==> config.mk <==
export PLATFORM = sky130hd
export DESIGN_NAME = ptb_div
export DESIGN_NICKNAME = d
export VERILOG_FILES = /design/src/rtl/ptb_pkg.sv /design/src/rtl/ptb_div.sv
export SDC_FILE = /design/constraint.sdc
export NUM_CORES = 1
export LEC_CHECK = 0
export BUFFER_PORTS_ARGS = -buffer_cell sky130_fd_sc_hd__buf_2
export CORE_MARGIN = 2
export CORE_UTILIZATION = 51
export DETAILED_ROUTE_END_ITERATION = 10
export PLACE_DENSITY_LB_ADDON = 0.2
export SLEW_MARGIN = 15
export SYNTH_ARGS = -nofsm -noshare
export SYNTH_HDL_FRONTEND = slang
export SYNTH_SLANG_ARGS = --single-unit
==> constraint.sdc <==
create_clock -name clk_i -period 2.7 [get_ports clk_i]
set_input_delay 0 -clock clk_i [delete_from_list [all_inputs] [get_ports clk_i]]
set_output_delay 0 -clock clk_i [all_outputs]
set_load 0.02 [all_outputs]
==> src/rtl/ptb_pkg.sv <==
// Package with the types, constants and register codes of the particle tile binner.
`default_nettype none

package ptb_pkg;

  // Count store geometry.
  localparam int unsigned MAX_TILES  = 1024;
  localparam int unsigned TILE_BITS  = $clog2(MAX_TILES);
  localparam int unsigned COUNT_BITS = 20;
  localparam logic [COUNT_BITS-1:0] COUNT_MAX = '1;

  // Result field widths.
  localparam int unsigned SLOT_W = 20;
  localparam int unsigned DEST_W = 30;
  localparam int unsigned PEAK_W = 20;
  localparam logic [PEAK_W-1:0] PEAK_MAX = '1;

  // Serial divider width and the computed tile width before range checks.
  localparam int unsigned DIV_W    = 16;
  localparam int unsigned TXS_W    = 11;
  localparam int unsigned ROWP_W   = TXS_W + DIV_W;
  localparam int unsigned TILE_W   = ROWP_W + 1;
  localparam int unsigned PHASE_W  = 4;
  localparam int unsigned STRIDE_W = DIV_W + PHASE_W;

  // Configuration port.
  localparam int unsigned CFG_IDX_W  = 3;
  localparam int unsigned CFG_DATA_W = 16;

  typedef enum logic [CFG_IDX_W-1:0] {
    REG_TILE_WIDTH    = 3'd0,
    REG_TILE_HEIGHT   = 3'd1,
    REG_TILES_X       = 3'd2,
    REG_TILE_COUNT    = 3'd3,
    REG_ROW_OFFSET    = 3'd4,
    REG_TILE_CAPACITY = 3'd5,
    REG_PHASE_DIM     = 3'd6
  } cfg_idx_e;

  // Register values after reset.
  localparam logic [DIV_W-1:0]   RST_TILE_WIDTH    = 16'd16;
  localparam logic [DIV_W-1:0]   RST_TILE_HEIGHT   = 16'd16;
  localparam logic [TXS_W-1:0]   RST_TILES_X       = 11'd32;
  localparam logic [TXS_W-1:0]   RST_TILE_COUNT    = 11'd1024;
  localparam logic [DIV_W-1:0]   RST_ROW_OFFSET    = 16'd0;
  localparam logic [DIV_W-1:0]   RST_TILE_CAPACITY = 16'd256;
  localparam logic [PHASE_W-1:0] RST_PHASE_DIM     = 4'd4;

  // Input word.
  typedef struct packed {
    logic [31:0] x_pos;
    logic [31:0] y_pos;
    logic        first_in_batch;
    logic        last_in_batch;
  } in_word_t;

  // Result word.
  typedef struct packed {
    logic [TILE_BITS-1:0] tile_index;
    logic [SLOT_W-1:0]    slot;
    logic [DEST_W-1:0]    dest_index;
    logic                 stored;
    logic                 tile_out_of_range;
    logic [PEAK_W-1:0]    overflow_max;
    logic                 batch_done;
  } out_word_t;

  // Request to the shared divider.
  typedef struct packed {
    logic             start;
    logic [DIV_W-1:0] dividend;
    logic [DIV_W-1:0] divisor;
  } div_req_t;

  // Write request to the count memory.
  typedef struct packed {
    logic                  we;
    logic [TILE_BITS-1:0]  addr;
    logic [COUNT_BITS-1:0] data;
  } cnt_wr_t;

endpackage

`default_nettype wire

==> src/rtl/ptb_div.sv <==
// Shared restoring divider that produces one quotient bit per cycle.
`default_nettype none

module ptb_div (
  input  logic                   clk_i,
  input  logic                   rst_ni,
  input  ptb_pkg::div_req_t      req_i,
  output logic                   done_o,
  output logic [ptb_pkg::DIV_W-1:0] quot_o
);
  import ptb_pkg::*;

  localparam int unsigned CNT_W = $clog2(DIV_W + 1);

  logic             busy_q;
  logic [CNT_W-1:0] cnt_q;
  logic [DIV_W-1:0] rem_q, rem_d;
  logic [DIV_W-1:0] quo_q, quo_d;
  logic [DIV_W-1:0] dsr_q;
  logic [DIV_W:0]   shifted;
  logic [DIV_W:0]   diff;
  logic             fits;

  // One restoring step: shift in the next dividend bit and try to subtract.
  always_comb begin
    shifted = {rem_q, quo_q[DIV_W-1]};
    diff    = shifted - {1'b0, dsr_q};
    fits    = (shifted >= {1'b0, dsr_q});
    rem_d   = fits ? diff[DIV_W-1:0] : shifted[DIV_W-1:0];
    quo_d   = {quo_q[DIV_W-2:0], fits};
  end

  // Step counter and busy flag.
  always_ff @(posedge clk_i or negedge rst_ni) begin
    if (!rst_ni) begin
      busy_q <= 1'b0;
      cnt_q  <= '0;
    end else if (req_i.start) begin
      busy_q <= 1'b1;
      cnt_q  <= CNT_W'(DIV_W);
    end else if (busy_q) begin
      if (cnt_q == '0) begin
        busy_q <= 1'b0;
      end else begin
        cnt_q <= cnt_q - 1'b1;
      end
    end
  end

  // Remainder, quotient and divisor registers.
  always_ff @(posedge clk_i) begin
    if (req_i.start) begin
      rem_q <= '0;
      quo_q <= req_i.dividend;
      dsr_q <= req_i.divisor;
    end else if (busy_q && (cnt_q != '0)) begin
      rem_q <= rem_d;
      quo_q <= quo_d;
    end
  end

  assign done_o = busy_q && (cnt_q == '0);
  assign quot_o = quo_q;

endmodule

`default_nettype wire

After elaboration in Yosys (flattened, before gate mapping):

Index checks and enable logic that the tools add are counted.

* flip-flop bits (word level): 54
* input port bits: 35
* output and inout port bits: 17
* logic and storage cells: 25

* add/subtract/negate cells: 2
* order comparisons: 1
* equality and inequality tests: 1
* muxes and demuxes: 9
* reductions and logical operators: 7

Operator list (count)
* two-way mux 16 bit: 3
* >= comparator 17 x 16 -> 1 bit: 1
* subtractor 16 bit: 1
* two-way mux 5 bit: 3
* zero test 5 bit: 1
* nonzero test 5 bit: 1
* subtractor 5 x 1 -> 5 bit (second input constant): 1
* nonzero test 2 bit: 2
* two-way mux 1 bit: 3
* logical AND 1 bit: 2
* != test 2 bit (second input constant): 1
* AND reduction 2 bit: 1

Longest topological paths before layout:

Gate-level depths: netlist of the first run.

* word-level depth: 4
* gate-level depth with buffers: 11

Least setup slack after synthesis of the first run:

Ideal clock, no wire load.

* kind: register to register
* start point: reg dsr_q[8]
* end point: reg quo_q[0], in the netlist quot_o[0], data pin
* arrival time: 2015 ps
* required time: 2440 ps
* setup slack: 425 ps
* stages on the path, launching flop included: 11
* buffers on the path: 2
* cell sequence: edfxtp_1 -> inv_1 -> ha_1 -> buf_4 -> a211oi_2 -> nor2_1 -> o41ai_4 -> a21o_2 -> nand2_1 -> buf_2 -> mux2_2

* word-level cells in the longest chain between the ends: 3

RTL lines
* start, declared: line ptb_div.sv:19 `logic [DIV_W-1:0] dsr_q;`
* start signal, assigned: line ptb_div.sv:55 `dsr_q <= req_i.divisor;`
* >= comparator 17 x 16 -> 1 bit: line ptb_div.sv:28 `fits = (shifted >= {1'b0, dsr_q});`
* two-way mux 16 bit: line ptb_div.sv:56 `end else if (busy_q && (cnt_q != '0)) begin`
* two-way mux 16 bit: line ptb_div.sv:52 `if (req_i.start) begin`
* end signal, assigned: line ptb_div.sv:54 `quo_q <= req_i.dividend;`
* end signal, assigned: line ptb_div.sv:58 `quo_q <= quo_d;`
* end, declared: line ptb_div.sv:18 `logic [DIV_W-1:0] quo_q, quo_d;`

Every way passes these cells. The select of a mux whose other input is x is not followed.
A chain may end at the register's enable or synchronous reset.

Worst setup path after layout of the first run:

* start point: reg rem_q[7]
* end point: reg quo_q[0], in the netlist quot_o[0], data pin

* word-level cells in the longest chain between the ends: 3

RTL lines
* start, declared: line ptb_div.sv:17 `logic [DIV_W-1:0] rem_q, rem_d;`
* start signal, assigned: line ptb_div.sv:57 `rem_q <= rem_d;`
* >= comparator 17 x 16 -> 1 bit: line ptb_div.sv:28
* two-way mux 16 bit: line ptb_div.sv:56
* two-way mux 16 bit: line ptb_div.sv:52

Every way passes these cells. The select of a mux whose other input is x is not followed.

==> out/summary.txt, run 1 <==
Outcome = finished, final reports clean
Setup-failing EPs final = 0
EDFF count, synth = 32
# clock sinks = 54
Row cnt = 28
Routed Wire Length = 7390 um
Unrepaired setup endpoints after global routing = no
Slew headroom = 0.464
TritonCTS Buffers = 5
Synth Net Count = 360
Core region area = 5990 um2
Worst Setup End Kind = register
CP Data Arrival Time = 2.48 ns
Final Hold Viols = 0
I/O Pins = 52
Power per cell area = 875 nW/um2
H-tree levels = 2
Largest net degree at the start of global routing = 42
Initial antenna violation count = 0
Via-to-Cell Ratio = 5.70
Top-area cell type share of the netlist area = 0.300
Req. time, crit path = 2.76 ns
Vias in the first global route = 2599
Placed Area = 3520 um2
DRT antenna net count = 0
Leakage = 1.71 nW
Commonest non-fill, non-tap cell in the layout = buf_2
Root Driver = clkbuf_8
Via Count = 2662
Fin util = 0.654
Routability congestion estimate = 0.886
Mapped Avg Cell Area = 10.5 um2
DP Wirelength = 5080 um
Sequential area share after synthesis = 0.447
Worst setup SP type = register
Tightest Pin Transition = 0.801 ns
Post-synthesis register bit count = 54
Worst hold slack = 0.0153 ns
Period Utilization, post-route = 0.896
Total power = 3.43 mW
Share of cells above drive strength 1 = 0.242
Max VDD drop = 448 uV
Post-CTS resize count = 0
Final setup margin = 0.281 ns
Reg clk slew, reported paths = 0.09 ns
Layout area overhead = 22.3%
Placed instance count = 428
Hold Crit Depth = 2
RR Endpoint = quot_o[0]
GRT overflow = 0
Hold EP = quot_o[0]
Max-slew violation count = 0
Area contributors post-synth = edfxtp_1 30%, dfxtp_1 10%, ha_1 7.0%
FFs w/ async S/R, synth = 0.111
Worst r2r src = rem_q[7]
Max Clock Freq = 413 MHz
DRC viols = 0
Setup TNS = 0 ns
Most frequent cells in the layout = 51 x buf_2, 32 x edfxtp_1, 31 x dlygate4sd3_1
Die X = 83.2 um
Antenna cells = 0
CTS tree = done
First-pass DRT Iterations = 5
Critical Path Fanout Max = 8
Wirelength per Cell = 15.8 um
Initial core utilization = 0.534
Reg2reg path depth = 7
# port buffers = 51
Beginning of the worst hold path = req_i[16]
Clk Latency, worst-skew pair = 0.31 ns
Final net count = 445
Synth cell types = 59
Post-Syn Instances = 306
Area leader, netlist = edfxtp_1
CTS Buffer Depth = 2
Max-Cap Viols = 0
Clock Skew = 0.00849 ns
Final Cell Area = 3920 um2
Synth warnings = 0
WS Path Type = register to register
Chip height = 83.2 um
Post-Layout Cell Count = 467
Hold crit path type = primary input to register
GRT Resource Usage Total = 0.221
Ys flop type = edfxtp_1
Min Clock Period, post-route = 2.42 ns
R2r setup slk = 0.28 ns
Drt initial violations = 233
DP Worst Slack = 0.312 ns
Synthesized area = 3200 um2
First-pass GRT wire length = 12400 um
Die area = 6930 um2
==> worst max-delay path, cell delays in order (launching register included) <==
cell      delay (ns)
dfxtp_1         0.35
ha_1            0.42
a211oi_2        0.26
nor2_1          0.11
o41ai_4         0.28
a21o_2          0.30
nand2_1         0.17
mux2_2          0.30
==> Yosys cell counts (10+ instances only) <==
cell type and count:
ha_1 18, o21ai_0 10, xnor2_1 10, edfxtp_1 32, inv_1 21, nor2_1 30, nand2_1 20, mux2_2 16
dfxtp_1 16, a21oi_1 12
==> registers in the layout, summed over array words and instances, names as in the netlist <==
name / flops
busy_q: 1
cnt_q: 5
dsr_q: 16
quot_o: 16
rem_q: 16
==> layer usage <==
metal	vias up	routed length (um)	GRT usage
met5	-	0	0
li1	1296	-	-
met4	0	155	0.0700
met2	98	3470	0.366
met1	1253	3340	0.298
met3	15	434	0.0318
==> worst max-delay path by stage <==
stage	endpoint	slack, ns	from
6_report	quot_o[0]	0.28	rem_q[7]
5_1_grt	rem_q[4]	0.09	dsr_q[14]
4_1_cts	quot_o[0]	0.31	rem_q[7]
3_5_place_dp	quot_o[0]	0.31	dsr_q[8]
3_3_place_gp	quot_o[0]	0.38	dsr_q[8]
2_1_floorplan	quot_o[0]	0.43	dsr_q[8]
==> final cells by class <==
cell class                 instances  area (um2)
fill                             488        2080
inverter                          21        78.8
sequential                        54        1430
clock buffer                       6        72.6
multi-input combinational        218        1590
tap                               75        93.8
timing repair buffer              91         633
clock inverter                     2        15.0
==> report_power, final <==
group	total, mW	internal [mW]	leakage [nW]	switching [mW]
Combinational	1.70	0.716	1.15	0.989
Sequential	1.27	1.12	0.527	0.147
Clock	0.456	0.184	0.0374	0.273
Total	3.43	2.02	1.71	1.41
==> logic make-up after synthesis <==
logic type	after synthesis	share of synthesized area
flip-flops	54	0.447
XOR/XNOR	13	0.0356
buffers and inverters	34	0.0559
multiplexers	18	0.0625
AND/OR/NAND/NOR	93	0.143
adder cells (fa/ha/maj)	19	0.0766
AO/OA/AOI/OAI	75	0.179
==> what timing repair did <==
item,4_1_cts,5_1_grt
setup buffers,0,0
hold endpoints to repair,36,0
hold buffers,31,0
Note: power is estimated with default switching activity, not from simulation.
==> run 2: changes to the inputs <==
--- a/config.mk
+++ b/config.mk
@@ -10,6 +10,8 @@
 export CORE_UTILIZATION = 51
 export DETAILED_ROUTE_END_ITERATION = 10
 export PLACE_DENSITY_LB_ADDON = 0.2
+export RECOVER_POWER = 100
+export REMOVE_ABC_BUFFERS = 1
 export SLEW_MARGIN = 15
 export SYNTH_ARGS = -nofsm -noshare
 export SYNTH_HDL_FRONTEND = slang
==> run 2 against run 1 <==
First-iteration DRC count fell by 28%. Count of clock-buffer cells in the layout is the same. Die area stayed put. Register-to-register slack got worse by 0.06 ns. Critical path depth is 2 higher. Sequential power barely moved. Setup slack lost 0.059 ns. Global-route usage increased by 0.32 points. Flip-flop and latch count is the same. Cell count increased by 0.86%. Critical path type unchanged.
==> out/summary.txt, run 2 (synthesis gave the netlist of run 1 again) <==
Int Power = 2.10 mW (+3.9%)
Final Hold Viols = 0 (unchanged)
Met1 usage = 0.298 (unchanged)
Worst Setup End Kind = register
Hold crit path type = primary input to asynchronous set/reset pin
Critical Path Fanout Max = 8 (unchanged)
Chip height = 83.2 um (unchanged)
Placed instance count = 430 (+0.47%)
Max VDD drop = 507 uV (+13%)
GRT Resource Usage Total = 0.224 (+0.00316)
Unrepaired setup endpoints after global routing = no
Layout area overhead = 23.0%
CTS tree = done
Outcome = finished, final reports clean
Fin util = 0.657 (+0.00376)
Placed Area = 3530 um2 (+0.43%)
Max-Cap Viols = 0 (unchanged)
# clock sinks = 54 (unchanged)
Final Cell Area = 3940 um2 (+0.58%)
Reg clk slew, reported paths = 0.10 ns (about the same)
Leakage = 1.69 nW (-1.5%)
Combinational share of power = 0.481 (-0.017)
Core region area = 5990 um2 (unchanged)
GR Util met3 = 0.0408 (+0.00895)
Wirelength per Cell = 15.8 um (about the same)
Via-to-Cell Ratio = 5.56 (-2.4%)
Routability congestion estimate = 0.891 (+0.61%)
Worst r2r src = dsr_q[8]
Total power = 3.51 mW (+2.5%)
Busiest grt layer = met2
Die X = 83.2 um (unchanged)
Final net count = 449 (+0.90%)
Most frequent cells in the layout = 33 x dlygate4sd3_1, 33 x buf_2, 32 x edfxtp_1
CTS Buffer Depth = 2 (unchanged)
# port buffers = 51 (unchanged)
Max Clock Freq = 403 MHz (-2.4%)
DRC viols = 0 (unchanged)
Post-CTS resize count = 0 (unchanged)
H-tree levels = 2 (unchanged)
Reg2reg path depth = 9 (+2)
Root Driver = clkbuf_8
Die area = 6930 um2 (unchanged)
First-pass DRT Iterations = 4 (-1)
Clock Skew = 0.00638 ns (-0.00211 ns)
Row cnt = 28 (unchanged)
Switching fraction of total power = 0.403 (-0.00825)
Tightest Pin Transition = 0.940 ns (+0.139 ns)
Slew headroom = 0.373 (-0.0904)
# Post-CTS Setup Buffers = 0 (unchanged)
Share of cells above drive strength 1 = 0.192 (-0.0504)
Via Count = 2621 (-1.5%)
Routed Wire Length = 7460 um (+0.95%)
DRT antenna net count = 0 (unchanged)
CP Data Arrival Time = 2.69 ns (+0.21 ns)
Setup TNS = 0 ns (unchanged)
GRT overflow = 0 (unchanged)
TritonCTS Buffers = 5 (unchanged)
Final setup margin = 0.221 ns (-0.0594 ns)
Worst hold slack = 0.100 ns (+0.0847 ns)
First-pass GRT wire length = 12500 um (+1.2%)
Largest net degree at the start of global routing = 41 (-2.4%)
Power per cell area = 892 nW/um2 (+1.9%)
Max-slew violation count = 0 (unchanged)
I/O Pins = 52 (unchanged)
Clock Power Share = 0.158 (+0.025)
Clk Latency, worst-skew pair = 0.32 ns (about the same)
Min Clock Period, post-route = 2.48 ns (+0.0594 ns)
DP Wirelength = 4940 um (-2.9%)
Worst setup SP type = register
Crit path launch = dsr_q[8]
Period Utilization, post-route = 0.918 (+0.0220)
Vias in the first global route = 2613 (+0.54%)
P_sw = 1.41 mW (+0.42%)
M2 GR Usage = 0.376 (+0.0103)
Req. time, crit path = 2.91 ns (+0.15 ns)
Initial core utilization = 0.534 (unchanged)
Antenna cells = 0 (unchanged)
DP Worst Slack = 0.271 ns (-0.0417 ns)
Post-Layout Cell Count = 471 (+0.86%)
Setup-failing EPs final = 0 (unchanged)
WS Path Type = register to register
Drt initial violations = 167 (-28%)
Sequential Power Share = 0.361 (-0.008)
Initial antenna violation count = 0 (unchanged)
[run 2: cell types whose count changed in the layout (fill, tap and decap cells not counted), sizes merged]
cell,previous run,this run
buf,60,40
bufinv,0,1
clkbuf,6,28
clkinvlp,2,1
dlygate4sd3,31,33
[run 2: layer usage]
metal,vias up,routed length [um]
li1,1308,-
met1,1209,3380
met2,93,3530
met3,11,435
met4,0,120
met5,-,0
[run 2: layout make-up]
class,instances,area (um2)
Timing Repair Buffer,95,634
Fill cell,480,2050
Clock buffer,6,72.6
Sequential cell,54,1430
Inverter,21,78.8
Multi-Input combinational cell,218,1590
Tap cell,75,93.8
Clock inverter,2,37.5
[run 2: what timing repair did]
action                                 CTS  global route
setup endpoints to repair                0             0
endpoints found under the hold margin   38             0
hold buffers                            33             0
[run 2: power by group through the flow]
stage | combinational, mW | sequential, mW | clock [mW]
floorplan | 1.11 | 1.35 | 0
global placement | 1.64 | 1.27 | 0
detailed placement | 1.66 | 1.27 | 0
CTS | 1.71 | 1.26 | 0.564
global route | 1.87 | 1.30 | 0.593
finish | 1.69 | 1.27 | 0.556
[run 2: worst max-delay path: stages, from the launching register on]
cell and delay (ns):
edfxtp_1 0.34, inv_1 0.04, ha_1 0.38, a211oi_2 0.24, nor2_1 0.11, o41ai_4 0.28
a21o_2 0.30, nand2_1 0.15, buf_4 0.20, o311a_1 0.32
[run 2: path summary, 6_finish.rpt]
| kind | slack (ns) | end |
|---|---|---|
| min | 0.10 | cnt_q[4] |
| max in group asynchronous | 2.37 | cnt_q[1] |
| max reg2reg | 0.22 | rem_q[7] |
| max | 0.22 | rem_q[7] |
| min reg2reg | 0.51 | rem_q[6] |
| min in group clk_i | 0.24 | dsr_q[7] |
==> run 3: changes to the inputs <==
--- a/config.mk
+++ b/config.mk
@@ -5,6 +5,7 @@
 export SDC_FILE = /design/constraint.sdc
 export NUM_CORES = 1
 export LEC_CHECK = 0
+export ABC_AREA = 1
 export BUFFER_PORTS_ARGS = -buffer_cell sky130_fd_sc_hd__buf_2
 export CORE_MARGIN = 2
 export CORE_UTILIZATION = 51
==> run 3 against run 2 <==
Cell count rose by 31%. Setup slack improved by 0.20 ns. Synthesized area rose by 6.0%. Largest power group unchanged. Critical path type unchanged. Via count rose by 20%. Sequential share of layout area fell by 1.2 points. Non-clock buffer count fell by 10. Flip-flop and latch count did not move. Global-route usage rose by 0.30 points. Total power fell by 3.5%. Final area rose by 3.3%. Synthesized cell count rose by 49%. Clock power fell by 18%.
==> out/summary.txt, run 3 <==
Outcome = finished, final reports clean
DRC viols = 0 (unchanged)
P_sw = 1.50 mW (+5.8%)
Layout area overhead = 19.9%
Final Cell Area = 4070 um2 (+3.3%)
Initial antenna violation count = 0 (unchanged)
CP delay by family, top = buffers and inverters
Unrepaired setup endpoints after global routing = no
Beginning of the worst hold path = req_i[16]
Root Driver = clkbuf_8
DR WL met3 = 350 um (-20%)
Final net count = 593 (+32%)
Met1 Wirelength = 3490 um (+3.2%)
Period Utilization, post-route = 0.842 (-0.0758)
Post-CTS resize count = 0 (unchanged)
Max Used Layer = met4
Simple-gate portion of the synthesized area = 0.343 (+0.200)
Worst r2r src = cnt_q[0]
Wirelength per Cell = 12.7 um (-20%)
Max VDD drop = 529 uV (+4.4%)
CTS tree = done
Hold crit path type = primary input to register
Clock Skew = 0.0145 ns (+0.00807 ns)
Chip height = 85.6 um (+2.8%)
H-tree levels = 2 (unchanged)
Total power = 3.39 mW (-3.5%)
Max-Cap Viols = 0 (unchanged)
Worst Setup End Kind = register
Critical path's largest stage delay = 0.67 ns (+0.29 ns)
Switching fraction of total power = 0.441 (+0.0386)
Tightest Pin Transition = 1.12 ns (+0.180 ns)
Area contributors post-synth = edfxtp_1 28%, nand2_1 18%, dfxtp_1 9.4%
Area leader, netlist = edfxtp_1
DRT antenna net count = 0 (unchanged)
# clock sinks = 54 (unchanged)
CP Data Arrival Time = 2.22 ns (-0.47 ns)
Commonest cells post-synth = 167 x nand2_1, 80 x inv_1, 46 x nand3_1
Combinational share of power = 0.498 (+0.017)
FFs w/ async S/R, synth = 0.111 (unchanged)
Commonest non-fill, non-tap cell in the layout = nand2_1
Setup-failing EPs final = 0 (unchanged)
Post-synthesis register bit count = 54 (unchanged)
Synth cell types = 36 (-39%)
DP Wirelength = 5600 um (+13%)
Hold Crit Depth = 3
Critical Path Fanout Max = 25 (+17)
Int Power = 1.89 mW (-9.7%)
Most frequent cell after synthesis = nand2_1
Worst setup SP type = register
Ys flop type = edfxtp_1
Hold EP = quot_o[0]
Die area = 7320 um2 (+5.7%)
Clk Latency, worst-skew pair = 0.31 ns (about the same)
CP most frequent cell = inv_1
Routability congestion estimate = 0.907 (+1.7%)
WS Path Type = register to register
Min Clock Period, post-route = 2.27 ns (-0.205 ns)
Vias in the first global route = 3048 (+17%)
Antenna cells = 0 (unchanged)
Worst path cell trace = inv_1 > ha_1 > nand3_1 > nand2_1 > inv_1 > nor2_1 > buf_4 > inv_1
CTS Buffer Depth = 2 (unchanged)
EDFF count, synth = 32 (unchanged)
Clock Power Share = 0.135 (-0.023)
TritonCTS Buffers = 5 (unchanged)
Sequential Power Share = 0.367 (+0.006)
Req. time, crit path = 2.64 ns (-0.27 ns)
Slew headroom = 0.254 (-0.120)
Post-Synth XOR/XNOR Area = 0.0155 (-0.0201)
R2r setup slk = 0.43 ns (+0.20 ns)
Worst hold slack = 0.0605 ns (-0.0395 ns)
Largest family of logic cells by synthesized area = simple AND/OR/NAND/NOR gates
Core region area = 6390 um2 (+6.6%)
Synthesized area = 3390 um2 (+6.0%)
First-pass GRT wire length = 13500 um (+7.6%)
Mux cell area share after synthesis = 0 (-0.0625)
CP bufs+invs = 4 (+2)
Leakage = 2.13 nW (+27%)
Sequential area share after synthesis = 0.422 (-0.0254)
RR Endpoint = quot_o[10]
Die X = 85.6 um (+2.8%)
Drt initial violations = 177 (+6.0%)
I/O Pins = 52 (unchanged)
Via-to-Cell Ratio = 5.09 (-8.6%)
Via Count = 3139 (+20%)
Power per cell area = 833 nW/um2 (-6.6%)
Max Clock Freq = 440 MHz (+9.0%)
Mapped Avg Cell Area = 7.46 um2 (-29%)
GRT Resource Usage Total = 0.227 (+0.00297)
Synth warnings = 0 (unchanged)
Setup TNS = 0 ns (unchanged)
Max-slew violation count = 0 (unchanged)
Most frequent cells in the layout = 167 x nand2_1, 81 x inv_1, 48 x nand3_1
Largest net degree at the start of global routing = 26 (-37%)
Reg2reg path depth = 8 (-1)
Final Hold Viols = 0 (unchanged)
Initial core utilization = 0.531 (-0.00290)
Placed Area = 3700 um2 (+4.7%)
First-pass DRT Iterations = 6 (+2)
Row cnt = 29 (+3.6%)
# port buffers = 51 (unchanged)
Stages on the worst setup path = 8 (-1)
WL met2 = 3890 um (+10%)
Compound-gate portion of the synthesized area = 0.0395 (-0.140)
Reg clk slew, reported paths = 0.11 ns (about the same)
GRT overflow = 0 (unchanged)
Post-Syn Instances = 455 (+49%)
Share of cells above drive strength 1 = 0.107 (-0.0845)
Top-area cell type share of the netlist area = 0.283 (-0.0170)
Routed Wire Length = 7850 um (+5.2%)
Synth Area in Adders = 0.0723 (-0.00435)
Slowest-stage cell, CP = inv_1
-- run 3: changes by cell type after synthesis, sizes merged, moves of 7 or more --
cell | previous run | this run
a21o | 7 | 0
nor2 | 31 | 24
inv | 21 | 81
nand3 | 5 | 51
mux2 | 16 | 0
nand2 | 20 | 174
-- run 3: how the worst max path moves through the flow --
| stage | to | from |
|---|---|---|
| final | quot_o[10] | cnt_q[0] |
| after global placement | rem_q[4] | dsr_q[10] |
| after global routing | rem_q[6] | cnt_q[0] |
| after floorplan | rem_q[12] | quot_o[15] |
| after CTS | rem_q[8] | dsr_q[10] |
| after detailed placement | rem_q[8] | dsr_q[12] |
-- run 3: area by class of cell --
| type | instances | area [um2] |
|---|---|---|
| fill | 574 | 2320 |
| multi-input combinational | 311 | 1580 |
| sequential | 54 | 1430 |
| timing repair buffer | 85 | 563 |
| inverter | 82 | 308 |
| tap | 77 | 96.3 |
| clock buffer | 6 | 72.6 |
| clock inverter | 2 | 17.5 |
-- run 3: per-stage QoR --
step	std cells	setup slack, ns	util
2_1_floorplan	447	0.796	-
3_3_place_gp	577	0.613	0.579
3_5_place_dp	577	0.569	0.579
4_1_cts	617	0.557	0.644
5_1_grt	617	0.225	0.637
6_report	617	0.426	0.637
-- run 3: metal layers --
layer  vias to the layer above  track usage
met5                         -            0
met4                         0       0.0649
met3                        16       0.0366
met2                        88        0.405
met1                      1445        0.284
li1                       1590            -
-- run 3: power groups by stage --
stage                     clock, mW  combinational [mW]  sequential (mW)
final                         0.458                1.69             1.24
after global routing          0.506                1.90             1.27
after CTS                     0.475                1.72             1.24
after floorplan                   0                1.17             1.32
after detailed placement          0                1.68             1.25
after global placement            0                1.63             1.25
-- run 3: cell families (layout without fill, tap and decap cells) --
| logic type | Yosys count | in the layout |
|---|---|---|
| simple gates | 261 | 261 |
| xor+xnor | 6 | 6 |
| compound gates | 25 | 25 |
| buf+inv | 90 | 175 |
| fa+ha+maj | 19 | 19 |
| flops | 54 | 54 |
-- run 3: worst min-delay path: stages --
cell and delay, ns:
buf_2 0.07, nor2_1 0.03, a31oi_1 0.15
-- run 3: repair_timing --
item,4_1_cts,5_1_grt
endpoints found under the hold margin,37,0
setup buffers,0,0
hold buffers,32,0
